==> src/rtl/core/chfm_pkg.sv <==
// Shared types, constants, arctangent table and control store for the compass heading unit.
package chfm_pkg;

  localparam int CORDIC_STEPS_DEF = 16;
  localparam int HEADING_FRAC_DEF = 6;

  localparam int CFG_IDX_W  = 3;
  localparam int CFG_DATA_W = 16;

  localparam logic [CFG_IDX_W-1:0] REG_ADJUST_X   = 3'd0;
  localparam logic [CFG_IDX_W-1:0] REG_ADJUST_Y   = 3'd1;
  localparam logic [CFG_IDX_W-1:0] REG_ADJUST_Z   = 3'd2;
  localparam logic [CFG_IDX_W-1:0] REG_SCALE_GAIN = 3'd3;

  localparam logic [7:0]  ADJUST_RESET = 8'd128;
  localparam logic [15:0] GAIN_RESET   = 16'd4096;

  // datapath widths
  localparam int UV_W   = 35;   // CORDIC vector components, signed
  localparam int Z_W    = 24;   // CORDIC angle accumulator, signed Q16 degrees
  localparam int ATAN_W = 22;   // one arctangent table entry
  localparam int H_W    = 25;   // heading in Q16 degrees, 0 to 360
  localparam int P1_W   = 26;   // magnitude times adjustment factor
  localparam int P2_W   = 42;   // times common gain

  localparam logic [H_W-1:0] DEG90_Q16  = 25'(90 << 16);
  localparam logic [H_W-1:0] DEG180_Q16 = 25'(180 << 16);
  localparam logic [H_W-1:0] DEG270_Q16 = 25'(270 << 16);

  typedef struct packed {
    logic signed [15:0] raw_x;
    logic signed [15:0] raw_y;
    logic signed [15:0] raw_z;
    logic               sensor_overflow;
  } in_beat_t;

  typedef struct packed {
    logic signed [15:0] field_x;
    logic signed [15:0] field_y;
    logic signed [15:0] field_z;
    logic [14:0]        heading_deg;
    logic               sample_dropped;
    logic               saturated;
  } out_beat_t;

  // control store
  localparam int PC_W = 4;

  localparam logic [3:0] OP_IDLE   = 4'd0;
  localparam logic [3:0] OP_NOP    = 4'd1;
  localparam logic [3:0] OP_MUL1   = 4'd2;
  localparam logic [3:0] OP_MUL2   = 4'd3;
  localparam logic [3:0] OP_SAT    = 4'd4;
  localparam logic [3:0] OP_SETUP  = 4'd5;
  localparam logic [3:0] OP_ITER   = 4'd6;
  localparam logic [3:0] OP_ANGLE  = 4'd7;
  localparam logic [3:0] OP_FINISH = 4'd8;

  localparam logic [2:0] C_NEVER     = 3'd0;
  localparam logic [2:0] C_ALWAYS    = 3'd1;
  localparam logic [2:0] C_NOACC     = 3'd2;
  localparam logic [2:0] C_DROP      = 3'd3;
  localparam logic [2:0] C_AXIS_MORE = 3'd4;
  localparam logic [2:0] C_YZERO     = 3'd5;
  localparam logic [2:0] C_ITER_MORE = 3'd6;
  localparam logic [2:0] C_OUT_BUSY  = 3'd7;

  localparam logic [PC_W-1:0] ST_IDLE   = 4'd0;
  localparam logic [PC_W-1:0] ST_CHECK  = 4'd1;
  localparam logic [PC_W-1:0] ST_MUL1   = 4'd2;
  localparam logic [PC_W-1:0] ST_MUL2   = 4'd3;
  localparam logic [PC_W-1:0] ST_SAT    = 4'd4;
  localparam logic [PC_W-1:0] ST_SETUP  = 4'd5;
  localparam logic [PC_W-1:0] ST_ITER   = 4'd6;
  localparam logic [PC_W-1:0] ST_ANGLE  = 4'd7;
  localparam logic [PC_W-1:0] ST_FINISH = 4'd8;
  localparam logic [PC_W-1:0] ST_RETURN = 4'd9;

  typedef struct packed {
    logic [3:0]      op;
    logic [2:0]      cond;
    logic [PC_W-1:0] target;
  } uword_t;

  // one control word per step: jump to target when cond holds, else advance
  function automatic uword_t ucode_rom(input logic [PC_W-1:0] pc);
    uword_t w;
    case (pc)
      ST_IDLE:   w = '{op: OP_IDLE,   cond: C_NOACC,     target: ST_IDLE};
      ST_CHECK:  w = '{op: OP_NOP,    cond: C_DROP,      target: ST_SETUP};
      ST_MUL1:   w = '{op: OP_MUL1,   cond: C_NEVER,     target: ST_IDLE};
      ST_MUL2:   w = '{op: OP_MUL2,   cond: C_NEVER,     target: ST_IDLE};
      ST_SAT:    w = '{op: OP_SAT,    cond: C_AXIS_MORE, target: ST_MUL1};
      ST_SETUP:  w = '{op: OP_SETUP,  cond: C_YZERO,     target: ST_FINISH};
      ST_ITER:   w = '{op: OP_ITER,   cond: C_ITER_MORE, target: ST_ITER};
      ST_ANGLE:  w = '{op: OP_ANGLE,  cond: C_NEVER,     target: ST_IDLE};
      ST_FINISH: w = '{op: OP_FINISH, cond: C_OUT_BUSY,  target: ST_FINISH};
      ST_RETURN: w = '{op: OP_NOP,    cond: C_ALWAYS,    target: ST_IDLE};
      default:   w = '{op: OP_NOP,    cond: C_ALWAYS,    target: ST_IDLE};
    endcase
    return w;
  endfunction

  // atan(2^-i) in Q16 degrees, rounded to nearest
  function automatic logic [ATAN_W-1:0] atan_q16(input logic [4:0] i);
    logic [ATAN_W-1:0] a;
    case (i)
      5'd0:    a = 22'd2949120;
      5'd1:    a = 22'd1740967;
      5'd2:    a = 22'd919879;
      5'd3:    a = 22'd466945;
      5'd4:    a = 22'd234379;
      5'd5:    a = 22'd117304;
      5'd6:    a = 22'd58666;
      5'd7:    a = 22'd29335;
      5'd8:    a = 22'd14668;
      5'd9:    a = 22'd7334;
      5'd10:   a = 22'd3667;
      5'd11:   a = 22'd1833;
      5'd12:   a = 22'd917;
      5'd13:   a = 22'd458;
      5'd14:   a = 22'd229;
      5'd15:   a = 22'd115;
      5'd16:   a = 22'd57;
      5'd17:   a = 22'd29;
      5'd18:   a = 22'd14;
      5'd19:   a = 22'd7;
      5'd20:   a = 22'd4;
      5'd21:   a = 22'd2;
      5'd22:   a = 22'd1;
      default: a = 22'd0;
    endcase
    return a;
  endfunction

  // magnitude of a signed 16-bit value, exact for the most negative code
  function automatic logic [16:0] abs16(input logic signed [15:0] v);
    logic signed [16:0] e;
    e = {v[15], v};
    return v[15] ? 17'(-e) : 17'(e);
  endfunction

endpackage

==> src/rtl/core/compass_heading_from_magnetometer_unit.sv <==
// Compass heading unit: per-axis scaling of magnetometer samples and a microcoded CORDIC heading.
//
// One sample beat in, one result beat out. Each axis magnitude is multiplied by its sensitivity
// factor (adjust+128)/256 and the Q4.12 common gain, truncated toward zero and saturated to
// 16 bits; an overflowed sample leaves the stored axes untouched. The heading is worked out from
// the stored x and y with a vectoring CORDIC and reported in 2^-HEADING_FRAC_BITS degree units,
// 0 to 360; with both stored x and y zero the previous heading is kept. A ten-step control store
// sequences one shared datapath, and one sample occupies it from accept to release, through three
// multiply/saturate steps per axis and one CORDIC iteration per cycle. A dropped sample skips the
// axis scaling, and a stored y of zero skips the CORDIC. The result sits in an output register,
// so the next sample is taken while it waits; the sequencer only holds when it finishes a new
// result while the previous one is still stalled. Configuration writes are always ready and are
// meant for idle periods.
module compass_heading_from_magnetometer_unit #(
  parameter int CORDIC_STEPS      = chfm_pkg::CORDIC_STEPS_DEF,
  parameter int HEADING_FRAC_BITS = chfm_pkg::HEADING_FRAC_DEF
) (
  input  logic                             clk,
  input  logic                             rst_n,
  input  logic                             in_valid,
  output logic                             in_stall,
  input  chfm_pkg::in_beat_t               in_data,
  output logic                             out_valid,
  input  logic                             out_stall,
  output chfm_pkg::out_beat_t              out_data,
  input  logic                             cfg_valid,
  output logic                             cfg_ready,
  input  logic [chfm_pkg::CFG_IDX_W-1:0]   cfg_index,
  input  logic [chfm_pkg::CFG_DATA_W-1:0]  cfg_data
);
  import chfm_pkg::*;

  localparam int IW = $clog2(CORDIC_STEPS);
  // rounding shift from Q16 degrees down to the output fraction
  localparam int SH = 16 - HEADING_FRAC_BITS;
  localparam logic [17:0] HEAD_TOP = 18'(360 << HEADING_FRAC_BITS);
  localparam logic [17:0] CODE_MAX = 18'd32767;
  localparam logic [H_W:0] ROUND_HALF = (H_W + 1)'(1) << (SH - 1);

  // sequencer
  logic [PC_W-1:0] pc_r, pc_nxt;
  uword_t          uw;
  logic            jump;
  logic            accept;
  logic            out_busy;

  // configuration
  logic [7:0]  adj_x_r, adj_y_r, adj_z_r;
  logic [7:0]  adj_x_nxt, adj_y_nxt, adj_z_nxt;
  logic [15:0] gain_r, gain_nxt;

  // sample and scaling datapath
  in_beat_t         in_q_r, in_q_nxt;
  logic [1:0]       axis_r, axis_nxt;
  logic             clip_r, clip_nxt;
  logic             neg_r, neg_nxt;
  logic [P1_W-1:0]  prod1_r, prod1_nxt;
  logic [P2_W-1:0]  prod2_r, prod2_nxt;
  logic signed [15:0] held_x_r, held_y_r, held_z_r;
  logic signed [15:0] held_x_nxt, held_y_nxt, held_z_nxt;
  logic [14:0]      held_heading_r, held_heading_nxt;

  logic signed [15:0] raw_sel;
  logic [7:0]       adj_sel;
  logic [16:0]      mag;
  logic [8:0]       adj_factor;
  logic [21:0]      q;
  logic [21:0]      q_neg;
  logic signed [15:0] axis_val;
  logic             axis_clip;

  // CORDIC datapath
  logic signed [UV_W-1:0] u_r, u_nxt, v_r, v_nxt;
  logic signed [UV_W-1:0] u_sh, v_sh;
  logic signed [Z_W-1:0]  z_r, z_nxt;
  logic signed [Z_W-1:0]  atan_step;
  logic [IW-1:0]          iter_r, iter_nxt;
  logic [16:0]            abs_x, abs_y;
  logic [H_W-1:0]         h_r, h_nxt;
  logic [22:0]            z_clamp;
  logic [H_W-1:0]         h_base;
  logic                   keep_r, keep_nxt;
  logic [H_W:0]           round_sum;
  logic [17:0]            code;
  logic [14:0]            heading_new;

  // output register
  logic      out_valid_r, out_valid_nxt;
  out_beat_t out_data_r, out_data_nxt;

  assign uw        = ucode_rom(pc_r);
  assign in_stall  = (uw.op != OP_IDLE);
  assign accept    = in_valid && !in_stall;
  assign out_busy  = out_valid_r && out_stall;
  assign out_valid = out_valid_r;
  assign out_data  = out_data_r;
  assign cfg_ready = 1'b1;

  // axis operand select
  always_comb begin
    case (axis_r)
      2'd0: begin
        raw_sel = in_q_r.raw_x;
        adj_sel = adj_x_r;
      end
      2'd1: begin
        raw_sel = in_q_r.raw_y;
        adj_sel = adj_y_r;
      end
      default: begin
        raw_sel = in_q_r.raw_z;
        adj_sel = adj_z_r;
      end
    endcase
  end

  assign mag        = abs16(raw_sel);
  assign adj_factor = {1'b0, adj_sel} + 9'd128;

  // saturate the scaled magnitude back to a signed axis value
  assign q     = prod2_r[P2_W-1:20];
  assign q_neg = -q;
  always_comb begin
    if (neg_r) begin
      axis_clip = (q > 22'd32768);
      axis_val  = axis_clip ? 16'sh8000 : $signed(q_neg[15:0]);
    end else begin
      axis_clip = (q > 22'd32767);
      axis_val  = axis_clip ? 16'sh7FFF : $signed(q[15:0]);
    end
  end

  assign abs_x     = abs16(held_x_r);
  assign abs_y     = abs16(held_y_r);
  assign u_sh      = u_r >>> iter_r;
  assign v_sh      = v_r >>> iter_r;
  assign atan_step = $signed({2'b00, atan_q16(5'(iter_r))});

  // clamp the CORDIC angle to 0..90 degrees and fold in the quadrant
  always_comb begin
    if (z_r < 0) begin
      z_clamp = 23'd0;
    end else if (z_r > $signed({1'b0, DEG90_Q16[22:0]})) begin
      z_clamp = DEG90_Q16[22:0];
    end else begin
      z_clamp = z_r[22:0];
    end
  end
  assign h_base = held_y_r[15] ? DEG270_Q16 : DEG90_Q16;

  // round half up to the output fraction, then clamp
  assign round_sum = {1'b0, h_r} + ROUND_HALF;
  always_comb begin
    code = 18'(round_sum >> SH);
    if (code > HEAD_TOP) begin
      code = HEAD_TOP;
    end
    if (code > CODE_MAX) begin
      code = CODE_MAX;
    end
  end
  assign heading_new = keep_r ? held_heading_r : code[14:0];

  // next step
  always_comb begin
    case (uw.cond)
      C_NEVER:     jump = 1'b0;
      C_ALWAYS:    jump = 1'b1;
      C_NOACC:     jump = !accept;
      C_DROP:      jump = in_q_r.sensor_overflow;
      C_AXIS_MORE: jump = (axis_r != 2'd2);
      C_YZERO:     jump = (held_y_r == 16'sd0);
      C_ITER_MORE: jump = (iter_r != IW'(CORDIC_STEPS - 1));
      C_OUT_BUSY:  jump = out_busy;
      default:     jump = 1'b0;
    endcase
    pc_nxt = jump ? uw.target : pc_r + 1'b1;
  end

  // datapath driven by the current control word
  always_comb begin
    in_q_nxt         = in_q_r;
    axis_nxt         = axis_r;
    clip_nxt         = clip_r;
    neg_nxt          = neg_r;
    prod1_nxt        = prod1_r;
    prod2_nxt        = prod2_r;
    held_x_nxt       = held_x_r;
    held_y_nxt       = held_y_r;
    held_z_nxt       = held_z_r;
    held_heading_nxt = held_heading_r;
    u_nxt            = u_r;
    v_nxt            = v_r;
    z_nxt            = z_r;
    iter_nxt         = iter_r;
    h_nxt            = h_r;
    keep_nxt         = keep_r;
    out_valid_nxt    = out_valid_r && out_stall;
    out_data_nxt     = out_data_r;

    case (uw.op)
      OP_IDLE: begin
        if (accept) begin
          in_q_nxt = in_data;
          axis_nxt = 2'd0;
          clip_nxt = 1'b0;
        end
      end
      OP_MUL1: begin
        neg_nxt   = raw_sel[15];
        prod1_nxt = P1_W'(mag) * P1_W'(adj_factor);
      end
      OP_MUL2: begin
        prod2_nxt = P2_W'(prod1_r) * P2_W'(gain_r);
      end
      OP_SAT: begin
        clip_nxt = clip_r | axis_clip;
        axis_nxt = axis_r + 2'd1;
        case (axis_r)
          2'd0:    held_x_nxt = axis_val;
          2'd1:    held_y_nxt = axis_val;
          default: held_z_nxt = axis_val;
        endcase
      end
      OP_SETUP: begin
        // vector starts at (|y|, |x|) scaled by 2^16
        u_nxt    = $signed(UV_W'({abs_y, 16'h0000}));
        v_nxt    = $signed(UV_W'({abs_x, 16'h0000}));
        z_nxt    = '0;
        iter_nxt = '0;
        keep_nxt = (held_y_r == 16'sd0) && (held_x_r == 16'sd0);
        h_nxt    = held_x_r[15] ? DEG180_Q16 : '0;
      end
      OP_ITER: begin
        if (!v_r[UV_W-1]) begin
          u_nxt = u_r + v_sh;
          v_nxt = v_r - u_sh;
          z_nxt = z_r + atan_step;
        end else begin
          u_nxt = u_r - v_sh;
          v_nxt = v_r + u_sh;
          z_nxt = z_r - atan_step;
        end
        iter_nxt = iter_r + 1'b1;
      end
      OP_ANGLE: begin
        // opposite signs mirror the angle about the base direction
        if (held_x_r[15] != held_y_r[15]) begin
          h_nxt = h_base + H_W'(z_clamp);
        end else begin
          h_nxt = h_base - H_W'(z_clamp);
        end
      end
      OP_FINISH: begin
        if (!out_busy) begin
          held_heading_nxt            = heading_new;
          out_valid_nxt               = 1'b1;
          out_data_nxt.field_x        = held_x_r;
          out_data_nxt.field_y        = held_y_r;
          out_data_nxt.field_z        = held_z_r;
          out_data_nxt.heading_deg    = heading_new;
          out_data_nxt.sample_dropped = in_q_r.sensor_overflow;
          out_data_nxt.saturated      = clip_r;
        end
      end
      default: begin
      end
    endcase
  end

  // register writes
  always_comb begin
    adj_x_nxt = adj_x_r;
    adj_y_nxt = adj_y_r;
    adj_z_nxt = adj_z_r;
    gain_nxt  = gain_r;
    if (cfg_valid && cfg_ready) begin
      case (cfg_index)
        REG_ADJUST_X:   adj_x_nxt = cfg_data[7:0];
        REG_ADJUST_Y:   adj_y_nxt = cfg_data[7:0];
        REG_ADJUST_Z:   adj_z_nxt = cfg_data[7:0];
        REG_SCALE_GAIN: gain_nxt  = cfg_data;
        default: begin
        end
      endcase
    end
  end

  always_ff @(posedge clk) begin
    if (!rst_n) begin
      pc_r           <= ST_IDLE;
      out_valid_r    <= 1'b0;
      adj_x_r        <= ADJUST_RESET;
      adj_y_r        <= ADJUST_RESET;
      adj_z_r        <= ADJUST_RESET;
      gain_r         <= GAIN_RESET;
      held_x_r       <= '0;
      held_y_r       <= '0;
      held_z_r       <= '0;
      held_heading_r <= '0;
    end else begin
      pc_r           <= pc_nxt;
      out_valid_r    <= out_valid_nxt;
      adj_x_r        <= adj_x_nxt;
      adj_y_r        <= adj_y_nxt;
      adj_z_r        <= adj_z_nxt;
      gain_r         <= gain_nxt;
      held_x_r       <= held_x_nxt;
      held_y_r       <= held_y_nxt;
      held_z_r       <= held_z_nxt;
      held_heading_r <= held_heading_nxt;
    end
  end

  // payload: no reset
  always_ff @(posedge clk) begin
    in_q_r     <= in_q_nxt;
    axis_r     <= axis_nxt;
    clip_r     <= clip_nxt;
    neg_r      <= neg_nxt;
    prod1_r    <= prod1_nxt;
    prod2_r    <= prod2_nxt;
    u_r        <= u_nxt;
    v_r        <= v_nxt;
    z_r        <= z_nxt;
    iter_r     <= iter_nxt;
    h_r        <= h_nxt;
    keep_r     <= keep_nxt;
    out_data_r <= out_data_nxt;
  end

  // a result appears only out of the finishing step
  a_result_from_finish: assert property (@(posedge clk) disable iff (!rst_n)
    $rose(out_valid_r) |-> $past(uw.op == OP_FINISH))
    else $error("result valid rose outside the finishing step");

  // an accepted sample always starts at the drop check
  a_accept_to_check: assert property (@(posedge clk) disable iff (!rst_n)
    accept |=> (pc_r == ST_CHECK))
    else $error("sequencer did not advance after accept");

  a_heading_range: assert property (@(posedge clk) disable iff (!rst_n)
    out_valid_r |-> (18'(out_data_r.heading_deg) <= HEAD_TOP))
    else $error("heading beyond 360 degrees");

  a_drop_no_clip: assert property (@(posedge clk) disable iff (!rst_n)
    (out_valid_r && out_data_r.sample_dropped) |-> !out_data_r.saturated)
    else $error("dropped sample reported clipping");

endmodule

==> config.mk <==
export PLATFORM = sky130hd
export DESIGN_NAME = compass_heading_from_magnetometer_unit
export DESIGN_NICKNAME = d
export VERILOG_FILES = /design/src/rtl/core/chfm_pkg.sv /design/src/rtl/core/compass_heading_from_magnetometer_unit.sv
export SDC_FILE = /design/constraint.sdc
export NUM_CORES = 2
export LEC_CHECK = 0
export BUFFER_PORTS_ARGS = -buffer_cell sky130_fd_sc_hd__buf_2
export CORE_UTILIZATION = 31
export CTS_CLUSTER_DIAMETER = 200
export DETAILED_ROUTE_END_ITERATION = 16
export GPL_TIMING_DRIVEN = 0
export HOLD_SLACK_MARGIN = 0.05
export PLACE_DENSITY_LB_ADDON = 0.25
export SLEW_MARGIN = 25
export SYNTH_ARGS = -nofsm -noshare
export SYNTH_HDL_FRONTEND = slang
export SYNTH_SLANG_ARGS = --single-unit
==> constraint.sdc <==
create_clock -name clk -period 18.7 [get_ports clk]
set_input_delay 0.935 -clock clk [delete_from_list [all_inputs] [get_ports clk]]
set_output_delay 0.935 -clock clk [all_outputs]
set_load 0.1 [all_outputs]
==> impl_metrics.env <==
export IMPL_antenna_found_initial=5
export IMPL_clkTransAtPathRegs_ns=0.06
export IMPL_gr_usage_all_layers=0.203
export IMPL_ys_warn_count=0
export IMPL_startpoint_type="flip-flop"
export IMPL_endpoint_kind="flip-flop"
export IMPL_viasPerCell=5.18
export IMPL_coreArea_sq_um=143000
export IMPL_setup_violations=0
export IMPL_hpwl_um=118000
export IMPL_path_class="flip-flop to flip-flop"
export IMPL_synth_area_leaders="fa_1, edfxtp_1, ha_1, dfxtp_1, nand2_1"
export IMPL_placed_cell_area_sq_um=48100
export IMPL_die_area_sq_um=146000
export IMPL_syn_area_sq_um=44800
export IMPL_crit_required_ns=19.13
export IMPL_cts_buffers=53
export IMPL_grt_pass1_wl_um=227000
export IMPL_synth_edf_count=281
export IMPL_period_share=0.496
export IMPL_startpoint="iter_r[2]$_DFFE_PN_"
export IMPL_rows=139
export IMPL_layout_min_cycle_time_ns=9.27
export IMPL_yosys_area_top_type="fa_1"
export IMPL_power_mw=5.53
export IMPL_antenna_cells=0
export IMPL_powerDensity_nw_per_um2=111
export IMPL_portBuffers=139
export IMPL_synth_cell_types=100
export IMPL_critical_path_arrival_ns=9.70
export IMPL_endpoint="u_r[33]$_SDFFCE_PN0N_"
export IMPL_drcViolationCount=0
export IMPL_cts_sinks=422
export IMPL_die_x_um=382
export IMPL_clk_path_buf_depth=3
export IMPL_drv_cap=0
export IMPL_vias=36600
export IMPL_hp_class="flip-flop to flip-flop"
export IMPL_grt_ovfl_total=0
export IMPL_final_area_sq_um=50000
export IMPL_grt_pass1_vias=36600
export IMPL_yosys_register_bits=422
export IMPL_reg2reg_from="iter_r[2]$_DFFE_PN_"
export IMPL_netlist_instances=4904
export IMPL_synth_most_common_cell="nand2_1"
export IMPL_ctsRootBufferMaster="clkbuf_16"
export IMPL_syn_avg_cell_area_sq_um=9.13
export IMPL_worst_pin_slew_ns=1.08
export IMPL_rsz0062_at_grt="no"
export IMPL_clock_latency_ns=0.69
export IMPL_drive_gt1_frac=0.0836
export IMPL_wl_um=150000
export IMPL_initial_core_util=0.312
export IMPL_antenna_left=0
export IMPL_io_pins=141
export IMPL_clock_fmax_mhz=108
export IMPL_status="completed"
export IMPL_worstPathMaxFanout=10
export IMPL_rr_worst_depth=27
export IMPL_synthToLayoutAreaGrowth_pct=11.6
export IMPL_synthArstFlopShare=0
export IMPL_drt_iter0_markers=2802
export IMPL_drt_pass1_iter_count=8
export IMPL_final_nets=5897
export IMPL_hold_viol_final=0
export IMPL_grt_max_degree=58
export IMPL_ys_top_cells_by_count="nand2_1, inv_1, fa_1"
export IMPL_setup_tns_ns=0
export IMPL_vdd_drop_max_v=0.000132
export IMPL_min_from="held_z_r[2]$_SDFFE_PN0P_"
export IMPL_reg2reg_slack_ns=9.43
export IMPL_wire_per_inst_um=21.2
export IMPL_chipHeight_um=382
export IMPL_cts_setup_buffers=0
export IMPL_htreeDepth=2
export IMPL_tritoncts="yes"
export IMPL_skew_ns=0.0508
export IMPL_cts_resized=0
export IMPL_gp_congestion=0.975
export IMPL_slew_headroom=0.278
export IMPL_synth_flop_cell="edfxtp_1"
export IMPL_hold_depth=0
export IMPL_rr_endpoint="u_r[33]$_SDFFCE_PN0N_"
export IMPL_nFillCells=14900
export IMPL_ctsHoldBuffers=0
export IMPL_p_leak_nw=21.0
export IMPL_drv_slew=0
export IMPL_netlist_area_leader_share=0.191
export IMPL_ys_seq_area_frac=0.251
[metrics by stage]
stage / utilization / setup WS [ns] / hold slack, ns / instances
3_5_place_dp: 0.335 / 9.58 / 0.424 / 6960
4_1_cts: 0.348 / 9.56 / 0.401 / 7060
6_report: 0.348 / 9.43 / 0.432 / 7060
2_1_floorplan: - / 11.71 / 0.408 / 4911
3_3_place_gp: 0.334 / 9.55 / 0.421 / 6953
5_1_grt: 0.348 / 8.94 / 0.418 / 7060
[metal layers]
metal	wire length, um	global-route usage	up-vias
met1	68400	0.286	18100
met5	11	0	-
met2	65100	0.313	1332
li1	-	-	16900
met4	4290	0.0584	2
met3	12000	0.0404	218
[cell type report]
class,instances,area (sq um),share of cell area
plain buffers,232,1000,0.0201
clock buffers,68,1520,0.0304
inverters,595,2240,0.0448
clock inverters,32,337,0.00673
flip-flops and latches,422,11300,0.225
repair buffers,146,868,0.0174
multi-input cells,3662,30400,0.608
well taps,1903,2380,0.0476
[report_power, final]
group          switching [mW]  total [mW]  internal (mW)
registers               0.151        1.35           1.20
logic                    1.96        3.09           1.14
clock network           0.468        1.09          0.626
[cell usage in the layout, fill, tap and decap left out, types with 141 or more instances in the layout]
cell,netlist,final
a21oi_1,277,271
and2_1,209,209
buf_2,20,159
clkbuf_1,172,175
dfxtp_1,141,141
edfxtp_1,281,281
fa_1,427,427
ha_1,285,285
inv_1,592,590
nand2_1,660,660
nor2_1,393,392
o21ai_0,176,176
xnor2_1,179,179
[state kept, by name, summed over array words and instances, names as in the netlist, 22 cells and up]
register   flops
v_r           35
z_r           24
atan_step     22
out_data      65
u_r           35
in_q_r        49
prod2_r       22
prod1_r       26
[kinds of logic after synthesis]
family,count (synthesis),share of synthesized area
adders and majority gates,712,0.270
muxes,171,0.0626
xor gates and xnor gates,275,0.0538
DFF,422,0.251
other,2,0.000168
and+or+nand+nor,1660,0.172
AOI/OAI and AO/OA,835,0.117
buffers and inverters,827,0.0722
[worst min path at each step]
stage,endpoint,slack (ns)
after floorplan,out_data[32]$_DFFE_PP_,0.41
after global placement,out_data[21]$_DFFE_PP_,0.42
after detailed placement,out_data[19]$_DFFE_PP_,0.42
after CTS,in_q_r[7]$_DFFE_PP_,0.40
after global routing,in_q_r[7]$_DFFE_PP_,0.42
final,out_data[19]$_DFFE_PP_,0.43
[critical path, stage by stage (launching register included)]
cell	delay, ns
edfxtp_1	0.39
buf_2	0.32
buf_2	0.42
buf_2	0.39
buf_1	0.75
buf_2	0.50
clkbuf_1	0.70
buf_1	0.47
buf_1	0.57
nand3_1	0.15
nand2_1	0.13
ha_1	0.18
inv_1	0.06
nor3_2	0.35
and2_1	0.23
a31oi_1	0.11
xnor2_1	0.19
ha_1	0.37
a2111oi_0	0.44
nor2b_1	0.22
a21oi_1	0.08
nor3b_1	0.14
a21boi_0	0.18
o21ai_0	0.43
o21ai_0	0.29
a211o_1	0.36
o311ai_0	0.42
mux2i_1	0.13
No activity file was read; power rests on OpenSTA's default activity.
